--- src/rtl/lrtks_pkg.sv ---
// shared constants and controller command type for the top-k region selector
`timescale 1ns / 1ps

package lrtks_pkg;

  localparam int AREA_W        = 24;
  localparam int CEILING_RESET = 1000000;

  // commands from the controller to the datapath
  typedef struct packed {
    logic accept;     // an input transaction is taken this cycle
    logic load;       // load output register from list head and shift list
    logic first;      // first slot of the ranked run
    logic last_slot;  // slot being loaded is the final one
  } cmd_t;

endpackage

--- src/rtl/largest_region_top_k_select.sv ---
// top level of the top-k largest region selector
`timescale 1ns / 1ps

// Region areas arrive one per transaction in label order; the first of a
// frame is the background (label 0) and only its area is kept. Each later
// region gets the next label. Regions with nonzero area not above
// area_ceiling are inserted into a sorted chain of TOP_COUNT cells (area
// descending, ties by ascending label), one compare per cell, so one
// transaction is taken every cycle while a frame streams in. On the
// transaction with tlast the block stops accepting, then emits TOP_COUNT
// ranked results, one per cycle while m_axis_tready is high, by shifting the
// chain through an output register. Slots beyond the qualifying regions
// repeat the last one, or give label 0 with the background area, with tuser
// set as a filler flag. Once label 2^LABEL_BITS-1 is handed out, remaining
// regions of the frame are ignored. area_ceiling resets to 1000000.

module largest_region_top_k_select #(
  parameter int TOP_COUNT  = 25,
  parameter int LABEL_BITS = 16
) (
  input  logic                          clk,
  input  logic                          rst,
  // input stream
  input  logic                          s_axis_tvalid,
  output logic                          s_axis_tready,
  input  logic [lrtks_pkg::AREA_W-1:0]  s_axis_tdata,   // [23:0] area
  input  logic                          s_axis_tlast,   // final region of frame
  // ranked output stream
  output logic                          m_axis_tvalid,
  input  logic                          m_axis_tready,
  // label, then region_area
  output logic [((LABEL_BITS + lrtks_pkg::AREA_W + 7) / 8) * 8 - 1:0] m_axis_tdata,
  output logic                          m_axis_tuser,   // filler
  output logic                          m_axis_tlast,   // final slot of run
  // area ceiling register
  input  logic                          cfg_wr_en,
  input  logic [lrtks_pkg::AREA_W-1:0]  cfg_wr_data
);

  localparam int PAYLOAD_W = LABEL_BITS + lrtks_pkg::AREA_W;
  localparam int M_DATA_W  = ((PAYLOAD_W + 7) / 8) * 8;

  lrtks_pkg::cmd_t              cmd;
  logic [LABEL_BITS-1:0]        out_label;
  logic [lrtks_pkg::AREA_W-1:0] out_area;

  // sequencing: accept, load head, walk the output slots
  lrtks_ctrl #(
    .TOP_COUNT (TOP_COUNT)
  ) u_ctrl (
    .clk       (clk),
    .rst       (rst),
    .in_valid  (s_axis_tvalid),
    .in_last   (s_axis_tlast),
    .in_ready  (s_axis_tready),
    .out_valid (m_axis_tvalid),
    .out_ready (m_axis_tready),
    .cmd       (cmd)
  );

  // sorted chain, label counter, output register
  lrtks_datapath #(
    .TOP_COUNT  (TOP_COUNT),
    .LABEL_BITS (LABEL_BITS)
  ) u_datapath (
    .clk         (clk),
    .rst         (rst),
    .cmd         (cmd),
    .in_area     (s_axis_tdata),
    .in_last     (s_axis_tlast),
    .cfg_wr_en   (cfg_wr_en),
    .cfg_wr_data (cfg_wr_data),
    .out_label   (out_label),
    .out_area    (out_area),
    .out_filler  (m_axis_tuser),
    .out_last    (m_axis_tlast)
  );

  // pack label in the low bits, area above, zero fill to whole bytes
  assign m_axis_tdata = M_DATA_W'({out_area, out_label});

endmodule

--- src/rtl/lrtks_datapath.sv ---
// sorted insertion chain, label counter and output register
`timescale 1ns / 1ps

module lrtks_datapath #(
  parameter int TOP_COUNT  = 25,
  parameter int LABEL_BITS = 16
) (
  input  logic                        clk,
  input  logic                        rst,
  input  lrtks_pkg::cmd_t             cmd,
  input  logic [lrtks_pkg::AREA_W-1:0] in_area,
  input  logic                        in_last,
  input  logic                        cfg_wr_en,
  input  logic [lrtks_pkg::AREA_W-1:0] cfg_wr_data,
  output logic [LABEL_BITS-1:0]       out_label,
  output logic [lrtks_pkg::AREA_W-1:0] out_area,
  output logic                        out_filler,
  output logic                        out_last
);

  localparam logic [LABEL_BITS-1:0] LABEL_MAX = {LABEL_BITS{1'b1}};

  logic [lrtks_pkg::AREA_W-1:0] cell_area  [TOP_COUNT];
  logic [LABEL_BITS-1:0]        cell_label [TOP_COUNT];
  logic [TOP_COUNT-1:0]         cell_valid;
  logic [TOP_COUNT-1:0]         ge;

  logic [lrtks_pkg::AREA_W-1:0] area_ceiling;
  logic [lrtks_pkg::AREA_W-1:0] background_area;
  logic [LABEL_BITS-1:0]        next_label;
  logic                         label_full;

  logic is_background;
  logic ins;

  assign is_background = (next_label == '0) && !label_full;
  assign ins = cmd.accept && !is_background && !label_full && (in_area != '0) &&
               (in_area <= area_ceiling);

  // each cell keeps its entry while it ranks at or above the new area
  always_comb begin
    for (int i = 0; i < TOP_COUNT; i++) begin
      ge[i] = cell_valid[i] && (cell_area[i] >= in_area);
    end
  end

  for (genvar i = 0; i < TOP_COUNT; i++) begin : g_cell
    logic take_new;
    logic [lrtks_pkg::AREA_W-1:0] up_area;
    logic [LABEL_BITS-1:0]        up_label;
    logic                         up_valid;
    logic [lrtks_pkg::AREA_W-1:0] dn_area;
    logic [LABEL_BITS-1:0]        dn_label;
    logic                         dn_valid;

    // neighbor toward the head (insertion shifts from there)
    if (i == 0) begin : g_head
      assign take_new = 1'b1;
      assign up_area  = in_area;
      assign up_label = next_label;
      assign up_valid = 1'b1;
    end else begin : g_body
      assign take_new = ge[i-1];
      assign up_area  = cell_area[i-1];
      assign up_label = cell_label[i-1];
      assign up_valid = cell_valid[i-1];
    end

    // neighbor toward the tail (readout shifts from there)
    if (i == TOP_COUNT - 1) begin : g_tail
      assign dn_area  = cell_area[i];
      assign dn_label = cell_label[i];
      assign dn_valid = 1'b0;
    end else begin : g_inner
      assign dn_area  = cell_area[i+1];
      assign dn_label = cell_label[i+1];
      assign dn_valid = cell_valid[i+1];
    end

    always_ff @(posedge clk) begin
      if (rst) begin
        cell_valid[i] <= 1'b0;
      end else if (cmd.load) begin
        cell_valid[i] <= dn_valid;
      end else if (ins && !ge[i]) begin
        cell_valid[i] <= take_new ? 1'b1 : up_valid;
      end
    end

    always_ff @(posedge clk) begin
      if (cmd.load) begin
        cell_area[i]  <= dn_area;
        cell_label[i] <= dn_label;
      end else if (ins && !ge[i]) begin
        cell_area[i]  <= take_new ? in_area : up_area;
        cell_label[i] <= take_new ? next_label : up_label;
      end
    end
  end

  // label counter and configuration register
  always_ff @(posedge clk) begin
    if (rst) begin
      next_label   <= '0;
      label_full   <= 1'b0;
      area_ceiling <= lrtks_pkg::AREA_W'(lrtks_pkg::CEILING_RESET);
    end else begin
      if (cfg_wr_en) begin
        area_ceiling <= cfg_wr_data;
      end
      if (cmd.accept) begin
        if (in_last) begin
          next_label <= '0;
          label_full <= 1'b0;
        end else if (is_background) begin
          next_label <= LABEL_BITS'(1);
        end else if (!label_full) begin
          if (next_label == LABEL_MAX) begin
            label_full <= 1'b1;
          end else begin
            next_label <= next_label + LABEL_BITS'(1);
          end
        end
      end
    end
  end

  always_ff @(posedge clk) begin
    if (cmd.accept && is_background) begin
      background_area <= in_area;
    end
  end

  // output register: head entry, else repeat of the last one, else background
  always_ff @(posedge clk) begin
    if (cmd.load) begin
      out_last <= cmd.last_slot;
      if (cell_valid[0]) begin
        out_label  <= cell_label[0];
        out_area   <= cell_area[0];
        out_filler <= 1'b0;
      end else begin
        out_filler <= 1'b1;
        if (cmd.first) begin
          out_label <= '0;
          out_area  <= background_area;
        end
      end
    end
  end

endmodule

--- src/rtl/lrtks_ctrl.sv ---
// controller: input acceptance and ranked readout sequencing
`timescale 1ns / 1ps

module lrtks_ctrl #(
  parameter int TOP_COUNT = 25
) (
  input  logic            clk,
  input  logic            rst,
  input  logic            in_valid,
  input  logic            in_last,
  output logic            in_ready,
  output logic            out_valid,
  input  logic            out_ready,
  output lrtks_pkg::cmd_t cmd
);

  localparam int SLOT_W = (TOP_COUNT > 1) ? $clog2(TOP_COUNT) : 1;
  localparam logic [SLOT_W-1:0] SLOT_LAST = SLOT_W'(TOP_COUNT - 1);

  typedef enum logic [1:0] {
    S_IDLE,
    S_LOAD,
    S_EMIT
  } state_t;

  state_t            state;
  logic [SLOT_W-1:0] slot;

  assign in_ready = (state == S_IDLE);

  always_comb begin
    cmd = '0;
    unique case (state)
      S_IDLE: begin
        cmd.accept = in_valid;
      end
      S_LOAD: begin
        cmd.load      = 1'b1;
        cmd.first     = 1'b1;
        cmd.last_slot = (slot == SLOT_LAST);
      end
      S_EMIT: begin
        if (out_ready && (slot != SLOT_LAST)) begin
          cmd.load      = 1'b1;
          cmd.last_slot = ((slot + SLOT_W'(1)) == SLOT_LAST);
        end
      end
      default: begin
        cmd = '0;
      end
    endcase
  end

  always_ff @(posedge clk) begin
    if (rst) begin
      state     <= S_IDLE;
      slot      <= '0;
      out_valid <= 1'b0;
    end else begin
      unique case (state)
        S_IDLE: begin
          if (in_valid && in_last) begin
            state <= S_LOAD;
            slot  <= '0;
          end
        end
        S_LOAD: begin
          state     <= S_EMIT;
          out_valid <= 1'b1;
        end
        S_EMIT: begin
          if (out_ready) begin
            if (slot == SLOT_LAST) begin
              state     <= S_IDLE;
              out_valid <= 1'b0;
            end else begin
              slot <= slot + SLOT_W'(1);
            end
          end
        end
        default: begin
          state <= S_IDLE;
        end
      endcase
    end
  end

endmodule

--- config.mk ---
export PLATFORM = sky130hd
export DESIGN_NAME = largest_region_top_k_select
export DESIGN_NICKNAME = d
export VERILOG_FILES = /design/src/rtl/lrtks_pkg.sv /design/src/rtl/largest_region_top_k_select.sv /design/src/rtl/lrtks_datapath.sv /design/src/rtl/lrtks_ctrl.sv
export SDC_FILE = /design/constraint.sdc
export NUM_CORES = 2
export LEC_CHECK = 0
export BUFFER_PORTS_ARGS = -buffer_cell sky130_fd_sc_hd__buf_2
export CAP_MARGIN = 20
export CORE_UTILIZATION = 65
export CTS_CLUSTER_SIZE = 28
export DETAILED_ROUTE_END_ITERATION = 8
export GPL_TIMING_DRIVEN = 0
export PLACE_DENSITY = 0.82
export SYNTH_ARGS = -nofsm -noshare
export SYNTH_HDL_FRONTEND = slang
export SYNTH_SLANG_ARGS = --single-unit
--- constraint.sdc ---
create_clock -name clk -period 15.9 [get_ports clk]
set_clock_uncertainty 0.2 [all_clocks]
set_input_delay 1.59 -clock clk [delete_from_list [all_inputs] [get_ports clk]]
set_output_delay 1.59 -clock clk [all_outputs]
set_load 0.02 [all_outputs]
==> metrics.txt <==
# TYPE chip_impl_metric gauge
chip_impl_metric{name="die_height",unit="µm"} 338
chip_impl_metric{name="critical_path.max_fanout",unit=""} 40
chip_impl_metric{name="synth_fp_nets",unit=""} 6781
chip_impl_metric{name="finalNetCount",unit=""} 7053
chip_impl_metric{name="grt_max_degree",unit=""} 41
chip_impl_metric{name="yosysUniqueCellTypes",unit=""} 84
chip_impl_metric{name="die_area",unit="mm²"} 0.114
chip_impl_metric{name="power.density_cell_area",unit="mW/mm²"} 134
chip_impl_metric{name="h_tree_levels",unit=""} 3
chip_impl_metric{name="worst_slew_pin_slew",unit="ns"} 1.27
chip_impl_info{name="cp_cell_sequence",value="buf_2 > buf_2 > clkbuf_1 > inv_1 > ha_1 > nand4_1 > nor2_1 > nand2_1 > o21a_1 > buf_4 > nor2_1 > buf_2 > a21o_2"} 1
chip_impl_metric{name="clock_power_share",unit="%"} 27.5
chip_impl_metric{name="ioPinCount",unit=""} 98
chip_impl_metric{name="post-route-worst-setup-slack",unit="ns"} 8.26
chip_impl_metric{name="clkSlewWorstSetupHoldPaths",unit="ns"} 0.06
chip_impl_info{name="criticalPathCategory",value="in -> reg"} 1
chip_impl_info{name="cts_tree",value="yes"} 1
chip_impl_metric{name="post_cts.resized_instances",unit=""} 0
chip_impl_info{name="cts-root-buf",value="clkbuf_16"} 1
chip_impl_metric{name="number_of_violations_reported_at_the_end_of_detailed_routing_iteration_0",unit=""} 8308
chip_impl_metric{name="antenna_violating_nets_post_route",unit=""} 0
chip_impl_info{name="cp-startpoint",value="s_axis_tdata[0]"} 1
chip_impl_metric{name="final_hold_viol_count",unit=""} 0
chip_impl_metric{name="fmax",unit="MHz"} 131
chip_impl_info{name="setup_repair_after_global_routing_missed_its_margin",value="false"} 1
chip_impl_metric{name="cts_num_sinks",unit=""} 1140
chip_impl_metric{name="sequentialPowerShare",unit="%"} 42.7
chip_impl_metric{name="sw_frac_of_total",unit="%"} 34.2
chip_impl_metric{name="total_switching_power",unit="mW"} 3.74
chip_impl_metric{name="mappedNetlistArea",unit="mm²"} 0.0735
chip_impl_metric{name="intPower",unit="mW"} 7.20
chip_impl_info{name="min-delay-path-class",value="reg -> reg"} 1
chip_impl_metric{name="synth_sequential_area_ratio",unit="%"} 45.6
chip_impl_metric{name="slew-limit-headroom",unit="%"} 15.5
chip_impl_metric{name="cp_slowest_stage_delay",unit="ns"} 0.94
chip_impl_info{name="mostFrequentLayoutCell",value="edfxtp_1"} 1
chip_impl_metric{name="overall_die_width",unit="µm"} 338
chip_impl_metric{name="layout_cells_sized_above_1",unit="%"} 22.7
chip_impl_metric{name="cp_required",unit="ns"} 16.06
chip_impl_metric{name="synthArstFlopShare",unit="%"} 0
chip_impl_metric{name="leakagePower",unit="nW"} 33.8
chip_impl_metric{name="route.detailed.vias_per_inst",unit=""} 7.28
chip_impl_metric{name="synth-edff-count",unit=""} 1066
chip_impl_metric{name="fin_crit_sh",unit="%"} 48.1
chip_impl_metric{name="max-vdd-ir-drop",unit="mV"} 0.105
chip_impl_metric{name="placer_s_final_routability_congestion_estimate",unit=""} 1.04
chip_impl_metric{name="final_setup_fails",unit=""} 0
chip_impl_metric{name="drc",unit=""} 0
chip_impl_metric{name="max-cap-violations",unit=""} 0
chip_impl_metric{name="cts_hold_repair.buffers",unit=""} 0
chip_impl_info{name="critical_path.reg2reg.startpoint",value="u_datapath.g_cell[0].up_label[0]$_SDFFE_PP0P_"} 1
chip_impl_metric{name="r2r.worst_path.cells",unit=""} 12
chip_impl_metric{name="syn_to_final_growth",unit="%"} 10.8
chip_impl_metric{name="synthCells",unit=""} 6095
chip_impl_metric{name="pre_cts_ws",unit="ns"} 7.83
chip_impl_metric{name="wl_per_cell",unit="µm"} 31.4
chip_impl_metric{name="synthesis.area_per_instance",unit="µm²"} 12.1
chip_impl_info{name="endpoint",value="u_datapath.cell_label[0][224]$_DFFE_PP_"} 1
chip_impl_info{name="cp-start-kind",value="input port"} 1
chip_impl_info{name="status",value="completed"} 1
chip_impl_metric{name="post_cts_buffers",unit=""} 0
chip_impl_info{name="worst_setup_path_end_kind",value="register"} 1
chip_impl_metric{name="tritoncts.num_buffers",unit=""} 121
chip_impl_metric{name="clkLatencyLatePin",unit="ns"} 0.77
chip_impl_metric{name="route.vias.total",unit=""} 58000
chip_impl_info{name="final_cell_mix",value="1066 x edfxtp_1, 785 x mux2_2, 689 x a21oi_1"} 1
chip_impl_metric{name="worstPathArrival",unit="ns"} 7.81
chip_impl_metric{name="grt_first_pass_wirelength",unit="µm"} 365000
chip_impl_metric{name="globalRouteOverflowTotal",unit=""} 0
chip_impl_metric{name="r2r_setup_slack",unit="ns"} 9.91
chip_impl_metric{name="starting_density_of_the_core",unit="%"} 65.9
chip_impl_metric{name="drt_pre_antenna_iters",unit=""} 6
chip_impl_metric{name="grt.total_usage",unit="%"} 42.6
chip_impl_metric{name="port_buffers",unit=""} 95
chip_impl_metric{name="via_count_of_the_first_global_routing_pass",unit=""} 56900
chip_impl_info{name="capture_point_of_the_worst_reg_to_reg_path",value="u_datapath.cell_label[0][224]$_DFFE_PP_"} 1
chip_impl_metric{name="core-area",unit="mm²"} 0.111
chip_impl_metric{name="fin_crit",unit="ns"} 7.64
chip_impl_metric{name="synth_seq_cells",unit=""} 1140
chip_impl_metric{name="yosys_warnings",unit=""} 0
chip_impl_metric{name="grt_antenna_before_repair",unit=""} 11
chip_impl_metric{name="final_sum_of_negative_setup_slack",unit="ns"} 0
chip_impl_metric{name="postRouteWirelength",unit="µm"} 251000
chip_impl_info{name="yosys_most_used_dff",value="edfxtp_1"} 1
chip_impl_metric{name="clock_tree.buffer_depth",unit=""} 3
chip_impl_info{name="timing.critical_path.slowest_stage_cell",value="a21o_2"} 1
chip_impl_metric{name="core.rowCount",unit=""} 122
chip_impl_metric{name="combinationalPowerShare",unit="%"} 29.8
chip_impl_info{name="timing.critical_path.mode_cell",value="buf_2"} 1
chip_impl_metric{name="detailed_place_hpwl",unit="µm"} 194000
chip_impl_metric{name="slew_viol_final",unit=""} 0
## cells by family (layout without fill, tap and decap cells)
family | count (synthesis) | in the layout | synth area share [%]
AO/OA/AOI/OAI | 1589 | 1589 | 12.9
flip-flops | 1140 | 1140 | 45.6
multiplexers | 1490 | 1490 | 22.0
other | 0 | 6 | 0
XOR/XNOR | 11 | 11 | 0.131
adder cells (fa/ha/maj) | 632 | 632 | 10.8
AND/OR/NAND/NOR | 599 | 599 | 4.35
buffers and inverters | 634 | 1014 | 4.25
## metal layers
layer  part of all wire, %  wire, µm  up-vias  global-route usage (%)
met3                    13     31400      855                    11.1
met4                   7.6     19000       10                    28.0
li1                      -         -    24500                       -
met1                    38     94000    28400                    56.4
met5                 0.026        64        -                       0
met2                    42    106000     4226                    61.9
## worst min path at each step
stage,start,endpoint,slack [ns],depth (start not counted)
after detailed placement,u_ctrl.out_valid$_SDFFE_PP0P_,u_ctrl.out_valid$_SDFFE_PP0P_,0.28,2
final,u_ctrl.out_valid$_SDFFE_PP0P_,u_ctrl.out_valid$_SDFFE_PP0P_,0.29,2
after global placement,u_ctrl.out_valid$_SDFFE_PP0P_,u_ctrl.out_valid$_SDFFE_PP0P_,0.26,2
after global routing,u_datapath.area_ceiling[8]$_SDFFE_PP0P_,u_datapath.area_ceiling[8]$_SDFFE_PP0P_,0.31,2
after CTS,u_ctrl.out_valid$_SDFFE_PP0P_,u_ctrl.out_valid$_SDFFE_PP0P_,0.29,2
after floorplan,u_datapath.g_cell[13].dn_valid$_SDFFE_PP0P_,u_datapath.g_cell[14].dn_valid$_SDFFE_PP0P_,0.26,2
## Yosys cell counts (7+ instances only)
| library cell | instances | area (µm²) |
|---|---|---|
| clkbuf_1 | 237 | 890 |
| mux2i_1 | 622 | 6230 |
| nor2b_1 | 23 | 144 |
| nand4_1 | 81 | 507 |
| nor3_1 | 17 | 85.1 |
| nor3_2 | 7 | 70.1 |
| dfxtp_1 | 74 | 1480 |
| nand2b_1 | 16 | 100 |
| a21oi_1 | 689 | 3450 |
| a221oi_1 | 21 | 184 |
| ha_1 | 632 | 7910 |
| mux2_1 | 44 | 495 |
| buf_1 | 16 | 60.1 |
| nor2_1 | 102 | 383 |
| a21boi_0 | 12 | 90.1 |
| buf_2 | 175 | 876 |
| nor4_1 | 13 | 81.3 |
| and3_1 | 31 | 194 |
| inv_1 | 129 | 484 |
| xor2_1 | 7 | 61.3 |
| buf_6 | 64 | 721 |
| o22ai_1 | 7 | 43.8 |
| a211oi_1 | 30 | 225 |
| o211ai_1 | 30 | 225 |
| o21a_1 | 9 | 67.6 |
| mux2_2 | 785 | 8840 |
| and2_1 | 20 | 125 |
| buf_4 | 12 | 90.1 |
| a31oi_1 | 510 | 3190 |
| o21ai_0 | 92 | 460 |
| edfxtp_1 | 1066 | 32000 |
| nand2_1 | 146 | 548 |
| a21o_1 | 117 | 878 |
| mux2_4 | 39 | 586 |
| and4_1 | 37 | 324 |
| nand3_1 | 80 | 400 |
| o31ai_1 | 8 | 60.1 |
## through the flow
| stage | utilization (%) | instance area [µm²] | instances | power (mW) | hold slack, ns |
|---|---|---|---|---|---|
| after CTS | 73.0 | 81400 | 7963 | 10.8 | 0.289 |
| after floorplan | - | 73500 | 6095 | 6.63 | 0.255 |
| after detailed placement | 69.4 | 77300 | 7732 | 7.81 | 0.277 |
| final | 73.1 | 81400 | 7969 | 10.9 | 0.288 |
| after global placement | 68.0 | 75800 | 7678 | 7.55 | 0.264 |
| after global routing | 73.0 | 81400 | 7963 | 11.3 | 0.309 |
## sequential cells by signal, summed over array words and instances, names as in the netlist, 3 cells and up
signal / flops
u_datapath.g_cell.dn_valid: 22
u_ctrl.slot: 5
u_datapath.cell_label: 400
u_datapath.area_ceiling: 24
u_datapath.g_cell.up_label: 16
u_datapath.cell_area: 600
u_datapath.out_area: 24
u_datapath.out_label: 16
u_datapath.g_cell.up_valid: 3
u_datapath.background_area: 24
## critical path: cells and delay by family
| family | cells | cell delay, ns |
|---|---|---|
| fa+ha+maj | 1 | 0.48 |
| simple gates | 4 | 0.99 |
| compound gates | 2 | 1.35 |
| buf+inv | 6 | 3.25 |
## area by class of cell
cell class	count	area, µm²
tap	1488	1860
timing repair buffer	149	1810
clock buffer	150	3180
fill	7642	30000
antenna	6	15.0
multi-input combinational	4321	37000
inverter	130	488
sequential	1140	33500
buffer	504	2640
clock inverter	81	917
## power groups by stage
stage / registers (mW) / clock network, mW / logic [mW]
2_1_floorplan: 4.54 / 0 / 2.09
3_3_place_gp: 4.75 / 0 / 2.80
3_5_place_dp: 4.70 / 0 / 3.12
4_1_cts: 4.64 / 2.99 / 3.15
5_1_grt: 4.70 / 3.10 / 3.47
6_report: 4.67 / 3.02 / 3.26
(Power assumes the default switching activity.)
